--- src/hw/rtl/srd_pkg.sv ---
// Shared types, byte codes and the unescape helper for the slipmux receive demultiplexer.
package srd_pkg;

  localparam logic [7:0] END_BYTE       = 8'hC0;
  localparam logic [7:0] ESC_BYTE       = 8'hDB;
  localparam logic [7:0] END_ESC_BYTE   = 8'hDC;
  localparam logic [7:0] ESC_ESC_BYTE   = 8'hDD;
  localparam logic [7:0] START_STDIO    = 8'h0A;
  localparam logic [7:0] START_CONFIG   = 8'hA9;
  localparam logic [3:0] NIBBLE_IPV4    = 4'h4;
  localparam logic [3:0] NIBBLE_IPV6    = 4'h6;

  localparam int unsigned ADDR_W = 3;

  typedef enum logic [3:0] {
    ST_IDLE     = 4'd0,
    ST_STDIO    = 4'd1,
    ST_STDIO_E  = 4'd2,
    ST_CFG      = 4'd3,
    ST_CFG_E    = 4'd4,
    ST_NET      = 4'd5,
    ST_NET_E    = 4'd6,
    ST_DISCARD  = 4'd7
  } rx_state_t;

  typedef enum logic [1:0] {
    CH_NONE   = 2'd0,
    CH_STDIO  = 2'd1,
    CH_CONFIG = 2'd2,
    CH_NET    = 2'd3
  } channel_t;

  typedef enum logic {
    REG_STDIO_ENABLE  = 1'b0,
    REG_CONFIG_ENABLE = 1'b1
  } reg_index_t;

  typedef struct packed {
    logic stdio_enable;
    logic config_enable;
  } ctrl_t;

  typedef struct packed {
    channel_t   channel;
    logic [7:0] data;
    logic       data_valid;
    logic       frame_open;
    logic       frame_commit;
    logic       frame_drop;
  } result_t;

  function automatic logic [7:0] unescape(input logic [7:0] b);
    logic [7:0] r;
    r = b;
    if (b == END_ESC_BYTE) r = END_BYTE;
    else if (b == ESC_ESC_BYTE) r = ESC_BYTE;
    return r;
  endfunction

endpackage

--- src/hw/rtl/slipmux_receive_demux_core.sv ---
// Top level of the slipmux receive demultiplexer: state, result register, config port.
//
//  channel | direction | handshake          | payload
//  in      | input     | in_valid/in_stall  | rx_byte, net_room, cfg_room
//  out     | output    | out_valid/out_stall| out_channel, out_data, data_valid,
//          |           |                    | frame_open, frame_commit, frame_drop
//  config  | input     | APB psel/penable   | paddr, pwdata, prdata, pready
//
// One byte per cycle unless the output stalls; the result appears in the cycle
// after its beat is accepted. The single result register sets the figure: a new
// beat is taken whenever it is empty or being emptied in the same cycle.
// Reset returns the receive state to idle and both enables to 1.
// A stall on the output holds the result and stalls the input.
module slipmux_receive_demux_core
  import srd_pkg::*;
(
  input  logic              clk,
  input  logic              rst,
  input  logic              in_valid,
  output logic              in_stall,
  input  logic [7:0]        rx_byte,
  input  logic              net_room,
  input  logic              cfg_room,
  output logic              out_valid,
  input  logic              out_stall,
  output logic [1:0]        out_channel,
  output logic [7:0]        out_data,
  output logic              data_valid,
  output logic              frame_open,
  output logic              frame_commit,
  output logic              frame_drop,
  input  logic              psel,
  input  logic              penable,
  input  logic              pwrite,
  input  logic [ADDR_W-1:0] paddr,
  input  logic [31:0]       pwdata,
  output logic [31:0]       prdata,
  output logic              pready
);

  ctrl_t     ctrl;
  rx_state_t state;
  rx_state_t state_next;
  result_t   res_next;
  result_t   res;
  logic      in_accept;

  srd_regs u_regs (
    .clk     (clk),
    .rst     (rst),
    .psel    (psel),
    .penable (penable),
    .pwrite  (pwrite),
    .paddr   (paddr),
    .pwdata  (pwdata),
    .prdata  (prdata),
    .pready  (pready),
    .ctrl    (ctrl)
  );

  srd_decode u_decode (
    .state      (state),
    .rx_byte    (rx_byte),
    .net_room   (net_room),
    .cfg_room   (cfg_room),
    .ctrl       (ctrl),
    .state_next (state_next),
    .res        (res_next)
  );

  assign in_stall  = out_valid & out_stall;
  assign in_accept = in_valid & ~in_stall;

  always_ff @(posedge clk) begin
    if (rst) begin
      state     <= ST_IDLE;
      out_valid <= 1'b0;
    end else begin
      if (in_accept) begin
        state     <= state_next;
        out_valid <= 1'b1;
      end else if (!out_stall) begin
        out_valid <= 1'b0;
      end
    end
  end

  always_ff @(posedge clk) begin
    if (in_accept) res <= res_next;
  end

  assign out_channel  = res.channel;
  assign out_data     = res.data;
  assign data_valid   = res.data_valid;
  assign frame_open   = res.frame_open;
  assign frame_commit = res.frame_commit;
  assign frame_drop   = res.frame_drop;

endmodule

--- src/hw/rtl/srd_regs.sv ---
// Control register file behind the APB-style configuration port.
module srd_regs
  import srd_pkg::*;
(
  input  logic              clk,
  input  logic              rst,
  input  logic              psel,
  input  logic              penable,
  input  logic              pwrite,
  input  logic [ADDR_W-1:0] paddr,
  input  logic [31:0]       pwdata,
  output logic [31:0]       prdata,
  output logic              pready,
  output ctrl_t             ctrl
);

  logic       wr_en;
  reg_index_t idx;

  assign pready = 1'b1;
  assign wr_en  = psel & penable & pwrite;
  assign idx    = reg_index_t'(paddr[2]);

  always_ff @(posedge clk) begin
    if (rst) begin
      ctrl.stdio_enable  <= 1'b1;
      ctrl.config_enable <= 1'b1;
    end else if (wr_en) begin
      case (idx)
        REG_STDIO_ENABLE:  ctrl.stdio_enable  <= pwdata[0];
        REG_CONFIG_ENABLE: ctrl.config_enable <= pwdata[0];
        default: ;
      endcase
    end
  end

  always_comb begin
    case (idx)
      REG_STDIO_ENABLE:  prdata = {31'd0, ctrl.stdio_enable};
      REG_CONFIG_ENABLE: prdata = {31'd0, ctrl.config_enable};
      default:           prdata = 32'd0;
    endcase
  end

endmodule

--- src/hw/rtl/srd_decode.sv ---
// Receive state machine: next state and result for one received byte.
module srd_decode
  import srd_pkg::*;
(
  input  rx_state_t  state,
  input  logic [7:0] rx_byte,
  input  logic       net_room,
  input  logic       cfg_room,
  input  ctrl_t      ctrl,
  output rx_state_t  state_next,
  output result_t    res
);

  logic       is_net_start;
  logic [7:0] dec_byte;

  assign is_net_start = (rx_byte[7:4] == NIBBLE_IPV4) || (rx_byte[7:4] == NIBBLE_IPV6);
  assign dec_byte = ((state == ST_STDIO_E) || (state == ST_CFG_E) || (state == ST_NET_E))
                    ? unescape(rx_byte) : rx_byte;

  always_comb begin
    state_next = state;
    case (state)
      ST_IDLE: begin
        if (rx_byte == START_STDIO) begin
          state_next = ST_STDIO;
        end else if (rx_byte == START_CONFIG) begin
          state_next = (!ctrl.config_enable || cfg_room) ? ST_CFG : ST_DISCARD;
        end else if (is_net_start) begin
          state_next = net_room ? ST_NET : ST_DISCARD;
        end else if (rx_byte != END_BYTE) begin
          state_next = ST_DISCARD;
        end
      end
      ST_STDIO: begin
        if (rx_byte == ESC_BYTE) state_next = ST_STDIO_E;
        else if (rx_byte == END_BYTE) state_next = ST_IDLE;
        else state_next = ST_STDIO;
      end
      ST_STDIO_E: state_next = ST_STDIO;
      ST_CFG: begin
        if (rx_byte == ESC_BYTE) state_next = ST_CFG_E;
        else if (rx_byte == END_BYTE) state_next = ST_IDLE;
        else state_next = (!ctrl.config_enable || cfg_room) ? ST_CFG : ST_DISCARD;
      end
      ST_CFG_E: state_next = (!ctrl.config_enable || cfg_room) ? ST_CFG : ST_DISCARD;
      ST_NET: begin
        if (rx_byte == ESC_BYTE) state_next = ST_NET_E;
        else if (rx_byte == END_BYTE) state_next = ST_IDLE;
        else state_next = net_room ? ST_NET : ST_DISCARD;
      end
      ST_NET_E: state_next = net_room ? ST_NET : ST_DISCARD;
      default: state_next = (rx_byte == END_BYTE) ? ST_IDLE : ST_DISCARD;
    endcase
  end

  always_comb begin
    res = '0;
    case (state)
      ST_IDLE: begin
        if (rx_byte == START_CONFIG && ctrl.config_enable) begin
          res.channel    = CH_CONFIG;
          res.frame_open = cfg_room;
          res.frame_drop = !cfg_room;
        end else if (rx_byte != START_STDIO && rx_byte != START_CONFIG && is_net_start) begin
          res.channel    = CH_NET;
          res.frame_open = net_room;
          res.data_valid = net_room;
          res.data       = net_room ? rx_byte : 8'd0;
          res.frame_drop = !net_room;
        end
      end
      ST_STDIO, ST_STDIO_E: begin
        if (!(state == ST_STDIO && (rx_byte == ESC_BYTE || rx_byte == END_BYTE))
            && ctrl.stdio_enable) begin
          res.channel    = CH_STDIO;
          res.data_valid = 1'b1;
          res.data       = dec_byte;
        end
      end
      ST_CFG, ST_CFG_E: begin
        if (state == ST_CFG && rx_byte == ESC_BYTE) begin
          res = '0;
        end else if (state == ST_CFG && rx_byte == END_BYTE) begin
          if (ctrl.config_enable) begin
            res.channel      = CH_CONFIG;
            res.frame_commit = 1'b1;
          end
        end else if (ctrl.config_enable) begin
          res.channel    = CH_CONFIG;
          res.data_valid = cfg_room;
          res.data       = cfg_room ? dec_byte : 8'd0;
          res.frame_drop = !cfg_room;
        end
      end
      ST_NET, ST_NET_E: begin
        if (state == ST_NET && rx_byte == ESC_BYTE) begin
          res = '0;
        end else if (state == ST_NET && rx_byte == END_BYTE) begin
          res.channel      = CH_NET;
          res.frame_commit = 1'b1;
        end else begin
          res.channel    = CH_NET;
          res.data_valid = net_room;
          res.data       = net_room ? dec_byte : 8'd0;
          res.frame_drop = !net_room;
        end
      end
      default: res = '0;
    endcase
  end

endmodule
--- config.mk ---
export PLATFORM = sky130hd
export DESIGN_NAME = slipmux_receive_demux_core
export DESIGN_NICKNAME = d
export VERILOG_FILES = /design/src/hw/rtl/srd_pkg.sv /design/src/hw/rtl/slipmux_receive_demux_core.sv /design/src/hw/rtl/srd_regs.sv /design/src/hw/rtl/srd_decode.sv
export SDC_FILE = /design/constraint.sdc
export NUM_CORES = 1
export LEC_CHECK = 0
export BUFFER_PORTS_ARGS = -buffer_cell sky130_fd_sc_hd__buf_2
export CAP_MARGIN = 20
export CORE_MARGIN = 10
export CORE_UTILIZATION = 42
export DETAILED_ROUTE_END_ITERATION = 8
export PLACE_DENSITY = 0.84
export SLEW_MARGIN = 20
export SYNTH_ARGS = -nofsm -noshare
export SYNTH_HDL_FRONTEND = slang
export SYNTH_SLANG_ARGS = --single-unit
--- constraint.sdc ---
create_clock -name clk -period 2.14 [get_ports clk]
set_input_delay 0.214 -clock clk [delete_from_list [all_inputs] [get_ports clk]]
set_output_delay 0.214 -clock clk [all_outputs]
set_load 0.03 [all_outputs]
==> results of run 1 <==
-- state kept, by name, summed over array words and instances (netlist names) --
name,flops
state,3
frame_open,1
frame_commit,1
out_valid,1
out_channel,2
data_valid,1
frame_drop,1
out_data,8
u_regs.ctrl,2
-- cell usage after synthesis (all sizes together) --
master	number	area (um2)
edfxtp	14	420
o21ai	8	40.0
o2bb2ai	2	17.5
a211o	2	17.5
and2b	2	15.0
nor4	2	27.5
a211oi	1	20.0
a22oi	3	22.5
mux2	1	11.3
dfxtp	6	120
nor2	12	45.0
conb	2	7.51
or3b	2	17.5
inv	3	11.3
a21oi	7	35.0
o221ai	1	8.76
nand3	5	25.0
a32o	1	10.0
or3	2	17.5
o31a	1	8.76
a21o	2	15.0
o211ai	3	22.5
and3b	1	8.76
nand2	16	67.6
buf	32	240
nor2b	5	31.3
nand2b	6	37.5
a31oi	1	6.26
a311oi	1	8.76
o22ai	2	12.5
a32oi	1	8.76
nand4	2	12.5
nand4b	3	26.3
nor3	4	20.0
and2	6	37.5
nand3b	1	7.51
nor3b	1	7.51
o31ai	1	7.51
nor4b	1	8.76
clkbuf	4	15.0
-- routing by layer --
layer,global-route usage [%],vias to the layer above,routed length [um]
li1,-,640,-
met1,14.0,583,1540
met2,18.6,81,1620
met3,4.17,8,382
met4,5.11,0,67
met5,0,-,0
-- power by group --
part	total [mW]	switching, mW	internal, mW	leakage (nW)
clock network	0.217	0.113	0.104	0.0210
registers	0.477	0.0198	0.457	0.190
logic	0.375	0.263	0.112	0.525
total	1.07	0.396	0.672	0.736
-- kinds of logic (layout without fill, tap and decap cells) --
family          after synthesis  count (layout)  synth area share [%]
buf+inv                      39              52                  17.8
mux                           1               1                 0.751
simple gates                 71              71                  27.5
flops                        20              20                  36.0
compound gates               37              37                  17.4
other cells                   2              32                 0.501
-- stage by stage --
step | util (%) | worst slack, ns | power (mW)
final | 50.2 | 0.265 | 1.07
after detailed placement | 49.1 | 0.0306 | 0.855
after global placement | 49.1 | 0.0779 | 0.848
after global routing | 50.2 | 0.137 | 1.14
after floorplan | - | 0.0174 | 0.799
after CTS | 50.2 | 0.297 | 1.07
-- worst max-delay path: cells and delay by family (launching register included) --
family | cells | cell delay [ns]
DFF | 1 | 0.50
and+or+nand+nor | 4 | 0.56
AOI/OAI and AO/OA | 2 | 0.58
-- path summary, 6_finish.rpt --
kind / endpoint / slack (ns) / depth (start not counted)
worst min register to register: u_regs.ctrl[1]$_SDFFE_PP1P_ / 0.52 / 1
worst max-delay path: out_data[3]$_DFFE_PP_ / 0.27 / 6
worst min-delay path: out_valid$_SDFFE_PP0P_ / 0.14 / 3
worst max register to register: out_data[3]$_DFFE_PP_ / 0.27 / 6
-- final cells by class --
class	count	area share [%]
Multi-Input combinational cell	141	47.4
Timing Repair Buffer	45	14.7
Inverter	3	0.662
Clock buffer	4	2.13
Tap cell	46	3.38
Sequential cell	20	31.8
==> flow_metrics.py, run 1 <==
metrics = {
    "outcome": {
        "status": "completed",
    },
    "setup_path": {
        "worstPathRequired_ns": 2.21,
        "timing.rr.start": "state[1]$_SDFFE_PP0P_",
        "startpoint": "state[1]$_SDFFE_PP0P_",
        "crit_chain": "nor2b_1 > a32oi_1 > nor3_1 > a211oi_4 > nand2_4 > and3b_1",
        "cp-start-kind": "flip-flop",
        "slowest_delay_ns": 0.50,
        "crit_path_end_kind": "flip-flop",
        "path_class": "flip-flop to flip-flop",
        "critPathArrivalTime_ns": 1.94,
        "crit_slowest_cell": "dfxtp_1",
        "cp_max_fo": 9,
    },
    "global_route": {
        "grt_max_degree": 15,
        "grt_overflow": 0,
        "antenna_found_initial": 0,
        "grt_pass1_vias": 1367,
        "grt_use_total_pct": 11.8,
        "grt_pass1_wl_um": 6210,
    },
    "job": {
        "drv_cap": 0,
    },
    "drt": {
        "dr.first_iter.drc_count": 107,
        "wire_per_inst_um": 13.9,
        "firstDrtPassIters": 4,
        "finalWirelength_um": 3610,
        "ant_nets": 0,
        "remaining_drc_errors": 0,
        "vias": 1312,
        "drt-vias-per-instance": 5.07,
    },
    "cells_and_area": {
        "drive_gt1_share_pct": 25.4,
        "regArea_um2": 541,
        "area_growth_pct": 13.4,
        "instances_no_fill": 259,
        "fill_cells": 320,
        "mostFrequentLayoutCells": "buf_2 (35), conb_1 (32), nand2_1 (15), edfxtp_1 (14), nor2_1 (12)",
        "final_common_cell": "buf_2",
        "diodes": 0,
        "multi_input_area_um2": 806,
        "fin_area_mm2": 0.00170,
        "finalNetCount": 266,
    },
    "cts": {
        "cts-buffers-inserted": 3,
        "cts_setup_buffers": 0,
        "ctsResizeCount": 0,
        "clk-insertion-delay-late_ns": 0.30,
        "cts_hold_buffers": 0,
        "cts_tree": "built",
        "cts_sinks": 20,
        "cts_buffer_depth": 2,
        "cts_root_buffer": "clkbuf_4",
        "h-tree-depth": 1,
        "clk_pin_slew_worst_paths_ns": 0.11,
    },
    "timing": {
        "rsz0062_at_grt": "false",
        "setup_viol": 0,
        "drv_slew": 0,
        "min_period_ns": 1.87,
        "tns_ns": 0,
        "hold_viol": 0,
        "fmax_mhz": 533,
        "fin_skew_ns": 0.00346,
        "hold-worst-slack_ns": 0.136,
        "min_period_over_period_pct": 87.6,
    },
    "min_path": {
        "hold_path_class": "input port to flip-flop",
        "holdCritStartpoint": "in_valid",
    },
    "power": {
        "p_leak_nw": 0.736,
        "max-vdd-ir-drop_mv": 0.286,
        "power.density_mw_per_mm2": 628,
    },
    "floorplanning": {
        "rows": 21,
        "coreArea_mm2": 0.00339,
        "die_y_um": 79.8,
        "initial_utilization_pct": 44.3,
        "num_io_pins": 101,
        "dieArea_mm2": 0.00636,
        "die_w_um": 79.8,
    },
    "synthesis": {
        "syn-cell-area_mm2": 0.00150,
        "ys_warn_count": 0,
        "seq_area_frac_synth_pct": 36.0,
        "syn-instance-count": 170,
        "ys_ff_latch": 20,
        "synth_area_per_cell_um2": 8.82,
        "yosys.cell_types.count": 44,
    },
    "place": {
        "gp_congestion": 0.992,
        "io_buffers": 35,
        "placed_cells": 255,
        "postPlaceCellArea_mm2": 0.00167,
        "hpwl_um": 2970,
    },
}
No activity file was read; power rests on OpenSTA's default activity.
==> run 2: changes to the inputs <==
Settings changed: CORE_UTILIZATION 42 to 38, PLACE_DENSITY 0.84 to 0.8.
Clock period 2.14 ns to 1.6 ns, I/O delays scaled along.
==> run 2 against run 1 <==
Against the previous run: global-route usage grew 0.11 points; register-to-register slack lost 0.33 ns; clock skew hardly changed; combinational power up 79%; die area grew 7.8%; the run now ends with negative setup slack left; hold slack worse by 0.016 ns; cell area grew 24%.
==> flow_metrics.py, run 2 (synthesis gave the netlist of run 1 again) <==
metrics = {
    "outcome": {
        "status": "complete, but fails checks",
        "violations": "negative setup slack",
    },
    "cells_and_area": {
        "multi_input_area_um2": 922,
        "diodes": 0,
        "fill_cells": 343,
        "instances_no_fill": 294,
        "finalNetCount": 299,
        "area_growth_pct": 41.0,
        "drive_gt1_share_pct": 44.3,
        "mostFrequentLayoutCells": "buf_4 (40), conb_1 (32), buf_2 (32), edfxtp_1 (14), nand2_1 (13)",
        "regArea_um2": 549,
        "largest_reg_flops": 8,
        "final_common_cell": "buf_4",
    },
    "drt": {
        "finalWirelength_um": 4550,
        "wire_per_inst_um": 15.5,
        "firstDrtPassIters": 4,
        "remaining_drc_errors": 0,
        "vias": 1497,
        "dr.first_iter.drc_count": 140,
        "drt-vias-per-instance": 5.09,
        "ant_nets": 0,
    },
    "cts": {
        "cts_sinks": 20,
        "cts-buffers-inserted": 3,
        "cts_hold_buffers": 0,
        "h-tree-depth": 1,
        "cts_buffer_depth": 2,
        "cts_root_buffer": "clkbuf_8",
        "clk_pin_slew_worst_paths_ns": 0.07,
        "cts_tree": "built",
        "clk-insertion-delay-late_ns": 0.27,
    },
    "timing": {
        "fin_skew_ns": 0.00358,
        "drv_slew": 0,
        "fmax_mhz": 601,
        "rsz0062_at_grt": "true",
        "tns_ns": -0.221,
        "worst_slack_ns": -0.0648,
        "setup_viol": 6,
        "hold_viol": 0,
        "min_period_over_period_pct": 104,
        "min_period_ns": 1.66,
    },
    "global_route": {
        "grt_pass1_vias": 1560,
        "antenna_found_initial": 0,
        "grt_max_degree": 15,
        "grt_pass1_wl_um": 7120,
        "grt_overflow": 0,
        "grt_use_total_pct": 11.9,
    },
    "floorplanning": {
        "rows": 22,
        "die_w_um": 82.8,
        "coreArea_mm2": 0.00374,
        "die_y_um": 82.8,
        "dieArea_mm2": 0.00686,
        "num_io_pins": 101,
        "initial_utilization_pct": 40.1,
    },
    "power": {
        "sequentialPowerShare_pct": 38.6,
        "power_mw": 1.64,
        "clkPwrFrac_pct": 20.6,
        "max-vdd-ir-drop_mv": 0.309,
        "power.density_mw_per_mm2": 776,
        "p_leak_nw": 0.946,
        "power.switching_uw": 602,
        "p_int_mw": 1.04,
        "comb_power_share_pct": 40.8,
        "p_sw_share_pct": 36.7,
    },
    "place": {
        "placed_cells": 281,
        "io_buffers": 35,
        "hpwl_um": 3350,
        "gp_congestion": 0.845,
    },
    "setup_path": {
        "critPathArrivalTime_ns": 1.69,
        "crit_family": "compound AO/OA/AOI/OAI gates",
        "path_class": "flip-flop to flip-flop",
        "crit_chain": "inv_1 > nand2_2 > a21o_1 > a211oi_4 > nand2_4 > and3b_1",
        "crit_slowest_cell": "dfxtp_4",
        "cp_max_fo": 6,
        "slowest_delay_ns": 0.37,
        "critical_path_buf_inv_count": 1,
        "crit_path_end_kind": "flip-flop",
        "worstPathRequired_ns": 1.62,
        "cp-start-kind": "flip-flop",
    },
    "min_path": {
        "hold_path_class": "input port to flip-flop",
    },
    "job": {
        "drv_cap": 0,
    },
}
[run 2: changes by cell type in the layout (fill, tap and decap cells not counted), moves of 3 or more]
| cell | previous run | this run |
|---|---|---|
| buf_4 | 10 | 40 |
| buf_6 | 0 | 6 |
| a21oi_1 | 7 | 4 |
| a21oi_2 | 0 | 3 |
| buf_2 | 35 | 32 |
| clkbuf_4 | 3 | 0 |
| dfxtp_1 | 6 | 3 |
[run 2: final cells by class]
class	count	area share, %
Clock buffer	3	1.95
Timing Repair Buffer	78	25.0
Sequential cell	20	26.0
Clock inverter	1	0.177
Inverter	3	0.532
Multi-Input combinational cell	141	43.6
Tap cell	48	2.84
[run 2: repair_timing]
item,in CTS,in global routing
pin swaps,11,5
buffers inserted,7,2
endpoints found under the setup margin,12,12
resized for setup,19,14
endpoints found under the hold margin,0,0
[run 2: final timing paths]
check | start | end | slack (ns) | cells past startpoint
worst min register to register | u_regs.ctrl[1]$_SDFFE_PP1P_ | u_regs.ctrl[1]$_SDFFE_PP1P_ | 0.50 | 1
worst max-delay path | state[1]$_SDFFE_PP0P_ | out_data[3]$_DFFE_PP_ | -0.06 | 6
worst max register to register | state[1]$_SDFFE_PP0P_ | out_data[3]$_DFFE_PP_ | -0.06 | 6
worst min-delay path | in_valid | out_valid$_SDFFE_PP0P_ | 0.12 | 3
[run 2: power groups by stage]
stage,combinational [mW],sequential [mW],clock (mW)
after floorplan,0.362,0.714,0
after global placement,0.570,0.640,0
after detailed placement,0.576,0.641,0
after CTS,0.624,0.634,0.329
after global routing,0.713,0.639,0.358
final,0.670,0.633,0.338
[run 2: metrics by stage]
step | hold WS, ns | cell area [um2] | utilization (%) | setup WS, ns
after floorplan | 0.229 | 1630 | - | -0.217
after global placement | 0.388 | 1870 | 49.8 | -0.325
after detailed placement | 0.395 | 1870 | 49.8 | -0.370
after CTS | 0.131 | 2030 | 54.3 | -0.0272
after global routing | 0.140 | 2120 | 56.5 | -0.137
final | 0.120 | 2120 | 56.5 | -0.0648
[run 2: worst reg2reg max path, stage by stage, from the launching register on]
cell      delay, ns
dfxtp_4        0.37
inv_1          0.11
nand2_2        0.10
a21o_1         0.21
a211oi_4       0.34
nand2_4        0.11
and3b_1        0.19
[run 2: metal layers]
| layer | global-route usage [%] | share of wire, % | vias up |
|---|---|---|---|
| li1 | - | - | 704 |
| met1 | 14.0 | 41 | 687 |
| met2 | 19.3 | 47 | 93 |
| met3 | 3.13 | 8.4 | 13 |
| met4 | 6.00 | 3.3 | 0 |
| met5 | 0 | 0 | - |
